<file path="config.mk">
export PLATFORM = sky130hd
export DESIGN_NAME = sab_vram
export DESIGN_NICKNAME = d
export VERILOG_FILES = /design/src/rtl/core/slewed_additive_oscillator_bank_assert.svh /design/src/rtl/core/sab_vram.sv
export SDC_FILE = /design/constraint.sdc
export NUM_CORES = 1
export LEC_CHECK = 0
export ABC_AREA = 1
export BUFFER_PORTS_ARGS = -buffer_cell sky130_fd_sc_hd__buf_2
export CELL_PAD_IN_SITES_DETAIL_PLACEMENT = 1
export CELL_PAD_IN_SITES_GLOBAL_PLACEMENT = 2
export CORE_ASPECT_RATIO = 2
export CORE_MARGIN = 2
export CORE_UTILIZATION = 42
export CTS_CLUSTER_DIAMETER = 150
export CTS_CLUSTER_SIZE = 40
export DETAILED_ROUTE_END_ITERATION = 6
export GPL_TIMING_DRIVEN = 0
export PLACE_DENSITY = 0.76
export SLEW_MARGIN = 20
export SYNTH_ARGS = -nofsm -noshare
export SYNTH_HDL_FRONTEND = slang
export SYNTH_SLANG_ARGS = --single-unit
</file>
<file path="constraint.sdc">
create_clock -name clk -period 1.5 [get_ports clk]
set_input_delay 0.3 -clock clk [delete_from_list [all_inputs] [get_ports clk]]
set_output_delay 0.3 -clock clk [all_outputs]
set_load 0.02 [all_outputs]
</file>
<file path="src/rtl/core/slewed_additive_oscillator_bank_assert.svh">
// Assertion macros for the oscillator bank.
`ifndef SLEWED_ADDITIVE_OSCILLATOR_BANK_ASSERT_SVH
`define SLEWED_ADDITIVE_OSCILLATOR_BANK_ASSERT_SVH
`ifndef NO_ASSERTIONS
`define SAB_ASSERT_IMP(label, clk, rst_n, a, b) \
  label: assert property (@(posedge clk) disable iff (!rst_n) (a) |-> (b)) \
    else $error("assertion failed");
`define SAB_ASSERT_NXT(label, clk, rst_n, a, b) \
  label: assert property (@(posedge clk) disable iff (!rst_n) (a) |=> (b)) \
    else $error("assertion failed");
`else
`define SAB_ASSERT_IMP(label, clk, rst_n, a, b)
`define SAB_ASSERT_NXT(label, clk, rst_n, a, b)
`endif
`endif

</file>
<file path="src/rtl/core/sab_vram.sv">
module sab_vram #(
  parameter int W     = 8,
  parameter int DEPTH = 16,
  parameter int AW    = 4
) (
  input  logic          clk,
  input  logic          rst_n,
  input  logic          wr_en,
  input  logic [AW-1:0] wr_addr,
  input  logic [W-1:0]  wr_data,
  input  logic          rd_en,
  input  logic [AW-1:0] rd_addr,
  output logic [W-1:0]  rd_data
);
  logic [W-1:0]     mem [DEPTH];
  logic [DEPTH-1:0] vld_r;
  logic [W-1:0]     rd_r;
  logic             rvld_r;

  always_ff @(posedge clk) begin
    if (wr_en) mem[wr_addr] <= wr_data;
    if (rd_en) rd_r <= mem[rd_addr];
  end

  always_ff @(posedge clk) begin
    if (!rst_n) begin
      vld_r  <= '0;
      rvld_r <= 1'b0;
    end else begin
      if (wr_en) vld_r[wr_addr] <= 1'b1;
      if (rd_en) rvld_r <= vld_r[rd_addr];
    end
  end

  assign rd_data = rvld_r ? rd_r : '0;
endmodule

</file>
* Word-level counts from Yosys, hierarchy flattened
Memories as Yosys holds them, arrays and structs flattened. A register that Yosys moved wholly into a read port is not among the register bits.
Index checks and enable logic that the tools add are counted.
** Word-level totals
- Memories kept :: 1
- Output and inout bits :: 8
- Word-level logic and storage cells :: 15
- Memory bits (writable) :: 128
- Input bits :: 20
- Register bits after elaboration :: 17
** Operators by class
- Mux-type cells :: 7
- Bitwise gates (word level) :: 1
- Reductions and logical operators :: 1
- Order comparisons :: 3
** Memory list
- mem :: words 16, width 8, rd ports 1, clocked after Yosys merged registers in 1, write ports 1, RTL line sab_vram.sv:15 : logic [W-1:0] mem [DEPTH];
** Operators with widths (number)
- 16-bit OR :: 1
- 4-bit by 5-bit < comparator with 1-bit output (second input constant) :: 2
- 8-bit 2-to-1 mux :: 1
- 1-bit binary-select mux with 4-bit select :: 1
- 1-bit demux with 4-bit select :: 1
- 4-bit by 1-bit greater-or-equal comparator with 1-bit output (second input constant) :: 1
- 1-bit 2-to-1 mux :: 4
- 1-bit logical AND :: 1

* Logic depth before layout (Yosys ltp)
- Word-level depth :: 5
- Mapped depth :: 11

* Least setup slack after synthesis
No wires, ideal clock.
- Path type :: in2reg
- Start :: in wr_en
- End :: mem mem[14][0] (enable)
- Path buffers :: 0
- Data arrival time :: 990 ps
- Required time :: 1126 ps
- Setup slack :: 137 ps
- Stages :: 4
- Cells stage by stage :: inv_1 > nor3_1 > inv_1 > nor2_1
** On the way
- Cells in the longest elaborated chain, start to end :: 2
** Ends and longest elaborated chain
- start, declared :: RTL line sab_vram.sv:8 : input logic wr_en,
- 1-bit 2-to-1 mux :: RTL line sab_vram.sv:21 : if (wr_en) mem[wr_addr] <= wr_data;
- 1-bit 2-to-1 mux (implied by the code) :: RTL line sab_vram.sv:21
- end, declared :: RTL line sab_vram.sv:15
Every way passes these cells.

==> results.md <==
Status:
- The flow ran to the end, and the final reports show no timing, DRC or antenna violations.

Clock tree:
- The master cell of the clock root buffer is clkbuf_16.
- The clock passes through at most 2 buffers.
- TritonCTS built the clock tree.
- The clock latency of the later-clocked register in the worst-skew pair is 0.43 ns.
- The clock tree synthesis step divided the H-tree into 4 levels.
- TritonCTS created 17 clock buffers.
- The number of sinks driven by the clock tree is 153.
- The post-CTS clock slew at the launch and capture registers of the worst setup and hold paths is 0.07 ns.
- Hold repair after CTS inserted 0 buffers.

Layout:
- The final core area utilization is 0.4965.
- With fillers left out, the area of the finished cells amounts to 7087 µm².
- The area occupied by registers is 4428 µm².
- The fraction of layout instances using a drive strength above 1 is 0.1708.
- Compared with the post-synthesis result, the final layout area differs by 15.78%.
- The area occupied by multi-input gates is 1453 µm².
- The number of antenna diodes in the final layout is 0.
- After filler insertion, the fill cell instance count of the layout stands at 1579.
- In the final design database the tool counted 575 nets.

Route:
- After detailed routing, the total wire length is 18070 µm.
- The total vias in the final route is 4139.
- The first-iteration detailed-routing DRC count is 253.
- The residual DRC count is 0.
- Dividing the detail-routed wire length by the instance count gives 23.78 µm.
- Using the TritonRoute via totals, the vias-per-cell ratio works out to 5.446.
- The detailed-routing iteration count for the pre-antenna-repair pass is 4.
- The residual antenna-violating net count after detailed routing is 0.

Yosys:
- The netlist uses 21 different library cells.
- The most repeated cell in the gate-level netlist after synthesis is nor2_1.
- Yosys mapped a number of flops with a built-in enable equal to 136.
- The share of the Yosys chip area taken by registers is 0.7228.
- The synthesized netlist occupies a cell area of 6121 µm².
- The top flip-flop cell by instance count after synthesis is edfxtp_1.
- Summed over all instances, the cell type with the most area after synthesis is edfxtp_1.
- When the netlist entered floorplanning its net count stood at 534.
- The synthesized design contains 153 register bits.
- Yosys attributes the largest share of cell area to edfxtp_1 (67%), nor2_1 (8.6%), dfxtp_1 (5.6%), o21ai_0 (4.7%), o211ai_1 (3.6%).
- The fraction of post-synthesis cell area in the top cell type by area is 0.6672.
- The instance count of the mapped netlist is 514.
- Counting instances in the post-synthesis netlist gives the leading cell types as nor2_1 (141), edfxtp_1 (136), o21ai_0 (57).
- The mean cell area of the mapped netlist is 11.91 µm².
- The async set or reset register ratio after synthesis is 0.
- The number of warnings issued by yosys is 0.

Global routing:
- For met3 alone, demand over resource in global routing was 0.04062.
- The first-pass GRT wire length is 26920 µm.
- The maximum number of pins on one net before global-route repair is 17.
- Across every metal layer, demand over resource in global routing totals 0.2495.
- The initial antenna violation count came to 0.
- The met2 routing resource usage after global routing is 0.4278.
- In the global route stage, met1 resource usage came out at 0.2856.
- For this run the aggregate overflow at the end of global routing stands at 0.
- The most congested layer reported by global routing is met2.
- The via count of the first global-routing pass is 4406.

Timing:
- The post-route clock skew is 0.007958 ns.
- Setup repair after global routing left no endpoint under its margin.
- The final hold violation count is 0.
- Summed over all failing endpoints, the final setup total negative slack is 0 ns.
- The highest attainable clock frequency is 0.6868 GHz.
- At the pin with the least slew margin, the transition time is 1.044 ns.
- Setup violations remaining at the end of the flow were counted as 0.
- Headroom to the max-slew limit came out at 0.3011.
- The final period utilization is 0.9707.
- The count of pins over their slew limit is 0.
- The post-route minimum period is 1.456 ns.

Die:
- The number of rows created at floorplan is 62.
- The initial utilization of the core area, before any placement, comes to 0.4288.
- The core area is 14270 µm².
- The horizontal extent of the die is 89.36 µm.
- From bottom edge to top edge, the die measures 174.7 µm.
- 28 I/O pins were placed.
- The die outline area is 15610 µm².

Power:
- Across the VDD grid, the largest voltage drop is 0.8386 mV.
- The power consumption is 9.559 mW.
- The static leakage power is 2.502 nW.
- The power per cell area is 1349 nW/µm².

Worst setup path:
- The largest fanout on the critical path is 1.
- The startpoint identified for the worst register-to-register timing path is mem[4][5]$_DFFE_PP_.
- The critical path in this run is classified as reg -> reg.
- STA classifies the critical path endpoint as a flop.
- The arrival time at the worst endpoint is 1.64 ns.
- STA classifies the critical path startpoint as a flop.
- The most critical setup path has its startpoint at mem[4][5]$_DFFE_PP_.
- The required time of the worst setup path is 1.69 ns.

Placement:
- At the end of routability-driven placement, the weighted congestion stood at 0.8474.
- The placed wire-length estimate after detailed placement is 12380 µm.
- The count of port buffers added during placement is 23.
- The cell area reported after detailed placement is 6479 µm².

Worst hold path:
- In this run the most critical hold path is launched from rst_n.
- The path class of the lowest-slack min-delay path is in -> reg.

Run:
- The tool flagged a number of max-cap violations equal to 0.
routing by layer:
layer,vias up,wire length [µm]
li1,1903,-
met1,2092,6755
met5,-,0
met3,39,628
met4,0,843
met2,105,9846
cell families (layout without fill, tap and decap cells):
logic type,count (synthesis),in the layout,synth area share
compound gates,98,98,0.09464
buf+inv,50,104,0.04517
flops,153,153,0.7228
simple gates,213,213,0.1374
worst max-delay path, stage by stage, from the launching register on:
cell	delay, ns
edfxtp_1	0.37
o21ai_0	0.49
o211ai_1	0.17
nand3_1	0.12
nand2_1	0.07
metrics by stage:
| stage | instances | hold slack (ns) | setup slack [ns] |
|---|---|---|---|
| 2_1_floorplan | 514 | 0.3989 | 0.1368 |
| 3_3_place_gp | 729 | 0.4508 | -0.5301 |
| 3_5_place_dp | 729 | 0.4596 | -0.6180 |
| 4_1_cts | 760 | 0.09407 | -0.02640 |
| 5_1_grt | 760 | 0.1158 | 0.02324 |
| 6_report | 760 | 0.1000 | 0.04401 |
state kept, by name, summed over array words and instances, names as in the netlist:
| signal | count |
|---|---|
| rvld_r | 1 |
| vld_r | 16 |
| rd_r | 8 |
| mem | 128 |
power breakdown:
group / internal (mW) / switching, mW / total (mW) / leakage, nW
Sequential: 4.74 / 0.0319 / 4.77 / 1.37
Clock: 2.35 / 1.82 / 4.16 / 0.290
Combinational: 0.168 / 0.452 / 0.620 / 0.838
timing repair:
item / in CTS / in global routing
pin swaps: 0 / 1
gates resized for setup: 10 / 4
buffers inserted: 0 / 0
setup endpoints to repair: 79 / 33
final timing paths:
kind	endpoint	cells past startpoint	slack (ns)
max reg2reg	rd_r[5]$_DFFE_PP_	4	0.04
min reg2reg	vld_r[0]$_SDFFE_PN0P_	1	0.47
max	rd_r[5]$_DFFE_PP_	4	0.04
min	vld_r[0]$_SDFFE_PN0P_	2	0.10
layout make-up:
cell class                      count  area share
Timing Repair Buffer               23     0.01624
Buffer                             27     0.02613
Sequential cell                   153      0.6248
Clock inverter                     12     0.01412
Tap cell                          192     0.03390
Inverter                           22     0.01236
Multi-Input combinational cell    311      0.2050
Clock buffer                       20     0.06744
placed cells by master, fill, tap and decap left out, types with 16 or more instances in the layout:
| cell type | n |
|---|---|
| edfxtp_1 | 136 |
| nor2_1 | 128 |
| o21ai_0 | 57 |
| nand2_1 | 39 |
| buf_2 | 38 |
| nand3_1 | 31 |
| o211ai_1 | 29 |
| inv_1 | 18 |
| clkbuf_16 | 18 |
| dfxtp_1 | 16 |
Note: power is estimated with default switching activity, not from simulation.
