===== src/rtl/core/slewed_additive_oscillator_bank_assert.svh =====
// Assertion macros for the oscillator bank.
`ifndef SLEWED_ADDITIVE_OSCILLATOR_BANK_ASSERT_SVH
`define SLEWED_ADDITIVE_OSCILLATOR_BANK_ASSERT_SVH
`ifndef NO_ASSERTIONS
`define SAB_ASSERT_IMP(label, clk, rst_n, a, b) \
  label: assert property (@(posedge clk) disable iff (!rst_n) (a) |-> (b)) \
    else $error("assertion failed");
`define SAB_ASSERT_NXT(label, clk, rst_n, a, b) \
  label: assert property (@(posedge clk) disable iff (!rst_n) (a) |=> (b)) \
    else $error("assertion failed");
`else
`define SAB_ASSERT_IMP(label, clk, rst_n, a, b)
`define SAB_ASSERT_NXT(label, clk, rst_n, a, b)
`endif
`endif


===== src/rtl/core/sab_divider.sv =====
module sab_divider #(
  parameter int DW = 18,
  parameter int VW = 5
) (
  input  logic                 clk,
  input  logic                 rst_n,
  input  logic                 start,
  input  logic signed [DW-1:0] dividend,
  input  logic [VW-1:0]        divisor,
  output logic                 done,
  output logic signed [DW-1:0] quotient
);
  localparam int CNW = $clog2(DW + 1);
  logic          busy_r;
  logic          done_r;
  logic [CNW-1:0] cnt_r;
  logic [DW-1:0] q_r;
  logic [VW:0]   rem_r;
  logic [VW-1:0] dv_r;
  logic          neg_r;
  logic [VW:0]   tmp;

  assign tmp = {rem_r[VW-1:0], q_r[DW-1]};

  always_ff @(posedge clk) begin
    if (start) begin
      q_r   <= dividend[DW-1] ? -dividend : dividend;
      neg_r <= dividend[DW-1];
      rem_r <= '0;
      dv_r  <= divisor;
    end else if (busy_r) begin
      if (tmp >= {1'b0, dv_r}) begin
        rem_r <= tmp - {1'b0, dv_r};
        q_r   <= {q_r[DW-2:0], 1'b1};
      end else begin
        rem_r <= tmp;
        q_r   <= {q_r[DW-2:0], 1'b0};
      end
    end
  end

  always_ff @(posedge clk) begin
    if (!rst_n) begin
      busy_r <= 1'b0;
      done_r <= 1'b0;
      cnt_r  <= '0;
    end else begin
      done_r <= 1'b0;
      if (start) begin
        busy_r <= 1'b1;
        cnt_r  <= '0;
      end else if (busy_r) begin
        cnt_r <= cnt_r + 1'b1;
        if (cnt_r == CNW'(DW - 1)) begin
          busy_r <= 1'b0;
          done_r <= 1'b1;
        end
      end
    end
  end

  assign done     = done_r;
  assign quotient = neg_r ? -$signed(q_r) : $signed(q_r);
endmodule


===== config.mk =====
export PLATFORM = sky130hd
export DESIGN_NAME = sab_divider
export DESIGN_NICKNAME = d
export VERILOG_FILES = /design/src/rtl/core/slewed_additive_oscillator_bank_assert.svh /design/src/rtl/core/sab_divider.sv
export SDC_FILE = /design/constraint.sdc
export NUM_CORES = 1
export LEC_CHECK = 0
export BUFFER_PORTS_ARGS = -buffer_cell sky130_fd_sc_hd__buf_2
export CORE_ASPECT_RATIO = 0.75
export CORE_MARGIN = 2
export CORE_UTILIZATION = 53
export CTS_CLUSTER_SIZE = 28
export DETAILED_ROUTE_END_ITERATION = 6
export PLACE_DENSITY = 0.8
export SETUP_SLACK_MARGIN = 0.05
export SYNTH_ARGS = -nofsm -noshare
export SYNTH_HDL_FRONTEND = slang
export SYNTH_SLANG_ARGS = --single-unit

===== constraint.sdc =====
create_clock -name clk -period 3.6 [get_ports clk]
set_clock_uncertainty 0.1 [all_clocks]
set_input_delay 0.54 -clock clk [delete_from_list [all_inputs] [get_ports clk]]
set_output_delay 0.54 -clock clk [all_outputs]
set_load 0.01 [all_outputs]

== Word level (Yosys, flattened, before mapping) ==
Cells that the tools add are included.

* Input port bits: 26
* Register bits: 36
* Logic and storage cells: 28

* Mux-type cells: 10
* Equality and inequality tests: 1
* Bitwise logic cells: 2
* Reduce and logical (&&, ||, !) cells: 3
* Order comparisons: 1
* Add/subtract/negate cells: 4

{| class="wikitable"
|+ Operators with widths
! operator !! count
|-
| $mux 18 || 4
|-
| $neg 18->18 || 2
|-
| $ge 6x5->1 || 1
|-
| $add 5x1->5 const B || 1
|-
| $eq 5x5->1 const B || 1
|-
| $mux 1 || 5
|-
| $mux 5 || 1
|-
| $sub 5x5->5 || 1
|-
| $reduce_or 3->1 || 1
|-
| $not 1->1 || 2
|-
| $reduce_bool 2->1 || 1
|-
| $reduce_or 2->1 || 1
|}

== Longest topological paths before layout ==
Gate-level depths: netlist of the first run.

* Depth after elaboration: 4
* Gate-level depth with buffers: 8

== Worst setup path after synthesis of the first run ==
Ideal clock, no wire load.

* Kind: register to output
* Start: reg q_r[10]
* End: out quotient[17]
* Path slack: 1296 ps
* Cell stages (with the launch flop): 5
* Arrival: 1664 ps
* Buffers on the path: 0
* Path through: edfxtp_1 -> or3_4 -> or3_4 -> o41ai_2 -> xnor2_1

* Cells in the longest elaborated chain, start to end: 2

{| class="wikitable"
|+ RTL lines
! item !! RTL line !! source
|-
| start: declaration || sab_divider.sv:17 || <nowiki>logic [DW-1:0] q_r;</nowiki>
|-
| start signal: assignment || sab_divider.sv:27 || <nowiki>q_r <= dividend[DW-1] ? -dividend : dividend;</nowiki>
|-
| start signal: assignment || sab_divider.sv:34 || <nowiki>q_r <= {q_r[DW-2:0], 1'b1};</nowiki>
|-
| start signal: assignment || sab_divider.sv:37 || <nowiki>q_r <= {q_r[DW-2:0], 1'b0};</nowiki>
|-
| $neg 18->18 || sab_divider.sv:63 || <nowiki>assign quotient = neg_r ? -$signed(q_r) : $signed(q_r);</nowiki>
|-
| $mux 18 || sab_divider.sv:63 ||
|-
| end: declaration || sab_divider.sv:11 || <nowiki>output logic signed [DW-1:0] quotient</nowiki>
|}

Every way passes these cells.

== Final worst setup path of the first run ==
* Start: reg q_r[10]
* End: out quotient[15]

Same word-level chain as after synthesis.

==> results of run 1 <==
[cell usage after synthesis, drive strengths merged (8+ instances only)]
cell type and number:
nor2 33, edfxtp 24, xnor2 22, a21oi 17, inv 16, nand2 13
dfxtp 12, clkbuf 11, xor2 11, ha 9, o21ai 9, or3 8
[cells by family after synthesis]
kind of cell             share of synthesized area
flip-flops                                  0.3871
XOR/XNOR                                    0.1164
adder cells (fa/ha/maj)                    0.05343
multiplexers                               0.02167
AO/OA/AOI/OAI                               0.1830
buffers and inverters                      0.04587
AND/OR/NAND/NOR                             0.1925
[path summary, 6_finish.rpt]
| kind | from | endpoint | slack (ns) | depth (start not counted) |
|---|---|---|---|---|
| max reg2reg | q_r[17]$_DFFE_PP_ | q_r[0]$_DFFE_PP_ | 1.14 | 8 |
| min | divisor[1] | dv_r[1]$_DFFE_PP_ | 0.32 | 1 |
| min reg2reg | cnt_r[4]$_SDFFE_PP0P_ | done$_SDFF_PP0_ | 0.40 | 2 |
| max | q_r[10]$_DFFE_PP_ | quotient[15] | 0.82 | 5 |
[per-stage QoR]
stage,setup WS [ns],total power (uW),hold slack [ns]
after floorplan,1.296,740.3,0.3621
after global placement,1.173,837.6,0.3902
after detailed placement,1.138,845.9,0.3866
after CTS,0.8185,1139,0.3171
after global routing,0.7199,1203,0.3141
final,0.8181,1137,0.3231
[area by class of cell]
class / instances / area [um^2]
fill: 381 / 1680
multi-input combinational: 202 / 1408
sequential: 36 / 960.9
timing repair buffer: 44 / 220.2
clock buffer: 7 / 86.33
tap: 57 / 71.32
inverter: 16 / 60.06
clock inverter: 1 / 6.256
[critical path, stage by stage (launching register included)]
cell and delay, ns:
edfxtp_1 0.43, or3_4 0.41, or3_4 0.37, o41ai_2 0.33, xnor2_1 0.16, buf_2 0.15
[state kept, by name, indices dropped and copies added (netlist names)]
register,flops
cnt_r,5
q_r,18
dv_r,5
rem_r,5
busy_r,1
neg_r,1
done,1
[report_power, final]
part / internal [uW] / total, uW / switching [uW]
sequential: 487 / 536 / 48.3
clock: 156 / 297 / 141
combinational: 137 / 304 / 167
total: 780 / 1140 / 356
[per-layer routing]
layer	global-route usage	vias up	part of all wire
li1	-	1060	-
met1	0.3378	944	0.52
met2	0.2772	78	0.39
met3	0.05111	2	0.078
met4	0.06352	0	0.0074
met5	0	-	0
==> flow_metrics.env, run 1 <==
export IMPL_vias=2084
export IMPL_synthCells=267
export IMPL_ys_ff_latch=36
export IMPL_placed_cell_area_mm2=0.002720
export IMPL_vias_per_cell=5.741
export IMPL_clk_pin_slew_ns=0.07
export IMPL_grt_pass1_wl_mm=8.811
export IMPL_cp_required_ns=2.96
export IMPL_fp_dieW_um=83.03
export IMPL_fmax_mhz=359.5
export IMPL_power_density_mw_per_mm2=404.1
export IMPL_tns_ns=0
export IMPL_status="complete, no violations"
export IMPL_clk_latency_ns=0.29
export IMPL_core_area_mm2=0.004493
export IMPL_yosys_top_cells_area="edfxtp_1 29%, dfxtp_1 9.7%, xnor2_1 7.8%, nor2_1 5.0%, ha_1 4.5%"
export IMPL_async_reset_ff_frac=0
export IMPL_period_share=0.7728
export IMPL_cts_buffers=5
export IMPL_dp_cells=355
export IMPL_cts_setup_buffers=0
export IMPL_globalRouteOverflowTotal=0
export IMPL_holdBufCountCts=0
export IMPL_gp_routability_congestion=0.8443
export IMPL_final_cell_count_no_fill=363
export IMPL_diodes=0
export IMPL_ant_nets=0
export IMPL_synth_top_flop_cell="edfxtp_1"
export IMPL_fin_crit_ns=2.782
export IMPL_start_util=0.5525
export IMPL_postSynthAreaPerCell_um2=9.297
export IMPL_worst_pin_slew_ns=0.8168
export IMPL_crit_arrival_ns=2.14
export IMPL_port_buffer_count=44
export IMPL_die_area_mm2=0.005253
export IMPL_cp_max_fo=5
export IMPL_cp_start_kind="register"
export IMPL_slew_headroom=0.4555
export IMPL_ys_seq_area_frac=0.3871
export IMPL_grt_pass1_vias=1844
export IMPL_die_h_um=63.27
export IMPL_htreeDepth=2
export IMPL_synth_edf_count=24
export IMPL_clock_sinks=36
export IMPL_drt_iter0_drc=172
export IMPL_slew_viol_final=0
export IMPL_ioPinCount=45
export IMPL_setup_viol=0
export IMPL_tritoncts="built"
export IMPL_final_nets=341
export IMPL_rsz0062_at_grt="false"
export IMPL_layout_drive_gt1_share=0.2092
export IMPL_grt_use_total=0.2118
export IMPL_cts_buffer_depth=2
export IMPL_wire_per_inst_um=14.94
export IMPL_cts_root_buf="clkbuf_8"
export IMPL_std_cell_rows=21
export IMPL_yosysTopAreaCell="edfxtp_1"
export IMPL_syn_cell_area_mm2=0.002482
export IMPL_grt_max_degree=49
export IMPL_synth_top_area_frac=0.2903
export IMPL_wirelength_mm=5.422
export IMPL_synth_nets=303
export IMPL_p_leak_uw=0.001098
export IMPL_vdd_drop_max_v=0.0002422
export IMPL_cts_resized_gates=0
export IMPL_worstSetupPathType="reg2out"
export IMPL_cp_end_kind="primary output"
export IMPL_final_cell_mix="44 x buf_2, 33 x nor2_1, 24 x edfxtp_1"
export IMPL_antenna_found_initial=0
export IMPL_mostFrequentLayoutCell="buf_2"
export IMPL_yosysWarningCount=0
export IMPL_hold_viol=0
export IMPL_drc_errors=0
export IMPL_maxCapViolCount=0
export IMPL_fin_util=0.6260
export IMPL_synthDistinctLibCells=49
export IMPL_area_delta_synth_final_pct=13.31
export IMPL_firstDrtPassIters=4
export IMPL_hpwlAfterDp_mm=4.127
export IMPL_fin_area_mm2=0.002813
export IMPL_min_path_type="in2reg"
No activity file was read; power rests on OpenSTA's default activity.
==> run 2, diff against run 1 <==
CORE_UTILIZATION = 51   (was 53)
PLACE_DENSITY = 0.81   (was 0.8)
clock period = 2.4 ns   (was 3.6 ns; I/O delays follow)
==> run 2 against run 1 <==
- cell area rose by 8.1%
- critical path depth unchanged
- critical path type unchanged
- combinational power up 71%
- worst setup slack worse by 0.94 ns
- sequential power up 51%
- core utilization up 3.9 points
- global-route usage increased by 0.42 points
- largest power group unchanged
- count of clock-buffer cells in the layout shrank 2
- non-clock buffer count increased by 14
- first-iteration DRC count decreased by 5.2%
- sequential share of layout area shrank 2.5 points
- final cell count rose by 3.9%
- the flow now finishes with violations (setup timing)
==> flow_metrics.env, run 2 (synthesized netlist as in run 1, its figures left out) <==
export IMPL_status="complete, but fails checks"
export IMPL_violations="setup timing"
export IMPL_p_int_uw=1276
export IMPL_start_util=0.5430
export IMPL_worstSetupPathType="reg2out"
export IMPL_die_area_mm2=0.005447
export IMPL_maxCapViolCount=0
export IMPL_largest_reg_flops=18
export IMPL_clk_pin_slew_ns=0.07
export IMPL_wire_per_inst_um=15.47
export IMPL_power_share_combinational=0.283
export IMPL_cp_start_kind="register"
export IMPL_rsz0062_at_grt="true"
export IMPL_period_share=1.049
export IMPL_cp_max_fo=5
export IMPL_final_cell_mix="44 x buf_2, 33 x nor2_1, 24 x edfxtp_1"
export IMPL_cts_buffers=5
export IMPL_fin_crit_ns=2.518
export IMPL_firstDrtPassIters=5
export IMPL_std_cell_rows=21
export IMPL_area_delta_synth_final_pct=22.43
export IMPL_hold_viol=0
export IMPL_layout_drive_gt1_share=0.2844
export IMPL_p_clk_frac=0.277
export IMPL_clock_sinks=36
export IMPL_fillCellCount=378
export IMPL_ant_nets=0
export IMPL_vdd_drop_max_v=0.0003434
export IMPL_crit_arrival_ns=2.06
export IMPL_grt_busiest_layer="met1"
export IMPL_drt_iter0_drc=163
export IMPL_clk_latency_ns=0.28
export IMPL_core_area_mm2=0.004572
export IMPL_switchingPower_uw=566.9
export IMPL_grt_pass1_wl_mm=9.411
export IMPL_power_density_mw_per_mm2=606.5
export IMPL_p_total_uw=1843
export IMPL_dp_cells=364
export IMPL_slew_viol_final=0
export IMPL_seqPwrFrac=0.440
export IMPL_grt_use_total=0.2160
export IMPL_vias=2178
export IMPL_ioPinCount=45
export IMPL_reg2reg_slack_ns=0.13
export IMPL_wirelength_mm=5.834
export IMPL_globalRouteOverflowTotal=0
export IMPL_final_cell_count_no_fill=377
export IMPL_grtUsageMet3=0.04968
export IMPL_cts_buffer_depth=2
export IMPL_diodes=0
export IMPL_worst_pin_slew_ns=0.7857
export IMPL_vias_per_cell=5.777
export IMPL_met1_usage=0.3366
export IMPL_p_sw_frac=0.3076
export IMPL_drc_errors=0
export IMPL_hpwlAfterDp_mm=4.272
export IMPL_cp_end_kind="primary output"
export IMPL_p_leak_uw=0.001201
export IMPL_mostFrequentLayoutCell="buf_2"
export IMPL_tritoncts="built"
export IMPL_grtUsageMet2=0.3002
export IMPL_die_h_um=64.42
export IMPL_cts_root_buf="clkbuf_8"
export IMPL_largest_register="q_r"
export IMPL_fmax_mhz=397.1
export IMPL_timing_final_ws_setup_ns=-0.1180
export IMPL_grt_pass1_vias=1921
export IMPL_port_buffer_count=44
export IMPL_setup_viol=6
export IMPL_slew_headroom=0.4762
export IMPL_antenna_found_initial=0
export IMPL_min_path_type="in2reg"
export IMPL_cp_required_ns=1.94
export IMPL_grt_max_degree=30
export IMPL_gp_routability_congestion=0.8488
export IMPL_htreeDepth=2
export IMPL_fp_dieW_um=84.56
export IMPL_final_nets=355
-- run 2: cell types whose count changed in the layout (fill, tap and decap cells not counted), sizes merged --
| cell | change |
|---|---|
| clkinv | +2 |
| clkbuf | -2 |
| inv | -1 |
| buf | +14 |
| bufinv | +1 |
-- run 2: critical path: stages, from the launching register on --
cell and delay, ns:
edfxtp_1 0.42, or3_4 0.39, or3_4 0.40, o41ai_4 0.25
xnor2_1 0.16, buf_2 0.16
-- run 2: metrics by stage --
step / cell area (um^2) / hold slack (ns) / worst slack [ns] / utilization / setup TNS, ns
global placement: 2788 / 0.3891 / 0.2022 / 0.6097 / 0
global route: 3039 / 0.1423 / -0.1497 / 0.6648 / -0.7721
CTS: 2954 / 0.1412 / -0.1358 / 0.6461 / -0.6200
finish: 3039 / 0.1454 / -0.1180 / 0.6648 / -0.3499
detailed placement: 2788 / 0.3901 / 0.1348 / 0.6097 / 0
floorplan: 2482 / 0.3589 / 0.1309 / - / 0
-- run 2: worst paths after layout --
path                               from                     to  depth (start not counted)
setup / recovery       q_r[9]$_DFFE_PP_           quotient[15]                          5
hold / removal               divisor[0]      dv_r[0]$_DFFE_PP_                          1
setup reg to reg      q_r[17]$_DFFE_PP_  rem_r[0]$_SDFFE_PP0P_                          8
hold reg to reg   cnt_r[4]$_SDFFE_PP0P_        done$_SDFF_PP0_                          2
-- run 2: final cells by class --
class	instances	area, um^2	area share
flip-flops and latches	36	960.9	0.3162
clock inverters	3	37.54	0.01235
repair buffers	58	329.1	0.1083
multi-input cells	202	1511	0.4973
inverters	16	60.06	0.01976
well taps	57	71.32	0.02347
clock buffers	5	68.82	0.02264
-- run 2: power groups by stage --
stage / clock, uW / sequential [uW] / combinational (uW)
final: 510 / 812 / 521
after global routing: 549 / 819 / 576
after CTS: 518 / 803 / 495
after detailed placement: 0 / 813 / 478
after global placement: 0 / 807 / 466
after floorplan: 0 / 784 / 326
-- run 2: what timing repair did --
action	in CTS	in global routing
hold buffers	0	0
endpoints found under the hold margin	0	0
resized for setup	5	18
endpoints found under the setup margin	10	12
buffers inserted	3	2
pin swaps	4	7
-- run 2: metal layers --
metal / vias to the layer above / wire length [um]
li1: 1085 / -
met1: 997 / 2908
met2: 90 / 2452
met3: 6 / 420
met4: 0 / 53
met5: - / 0
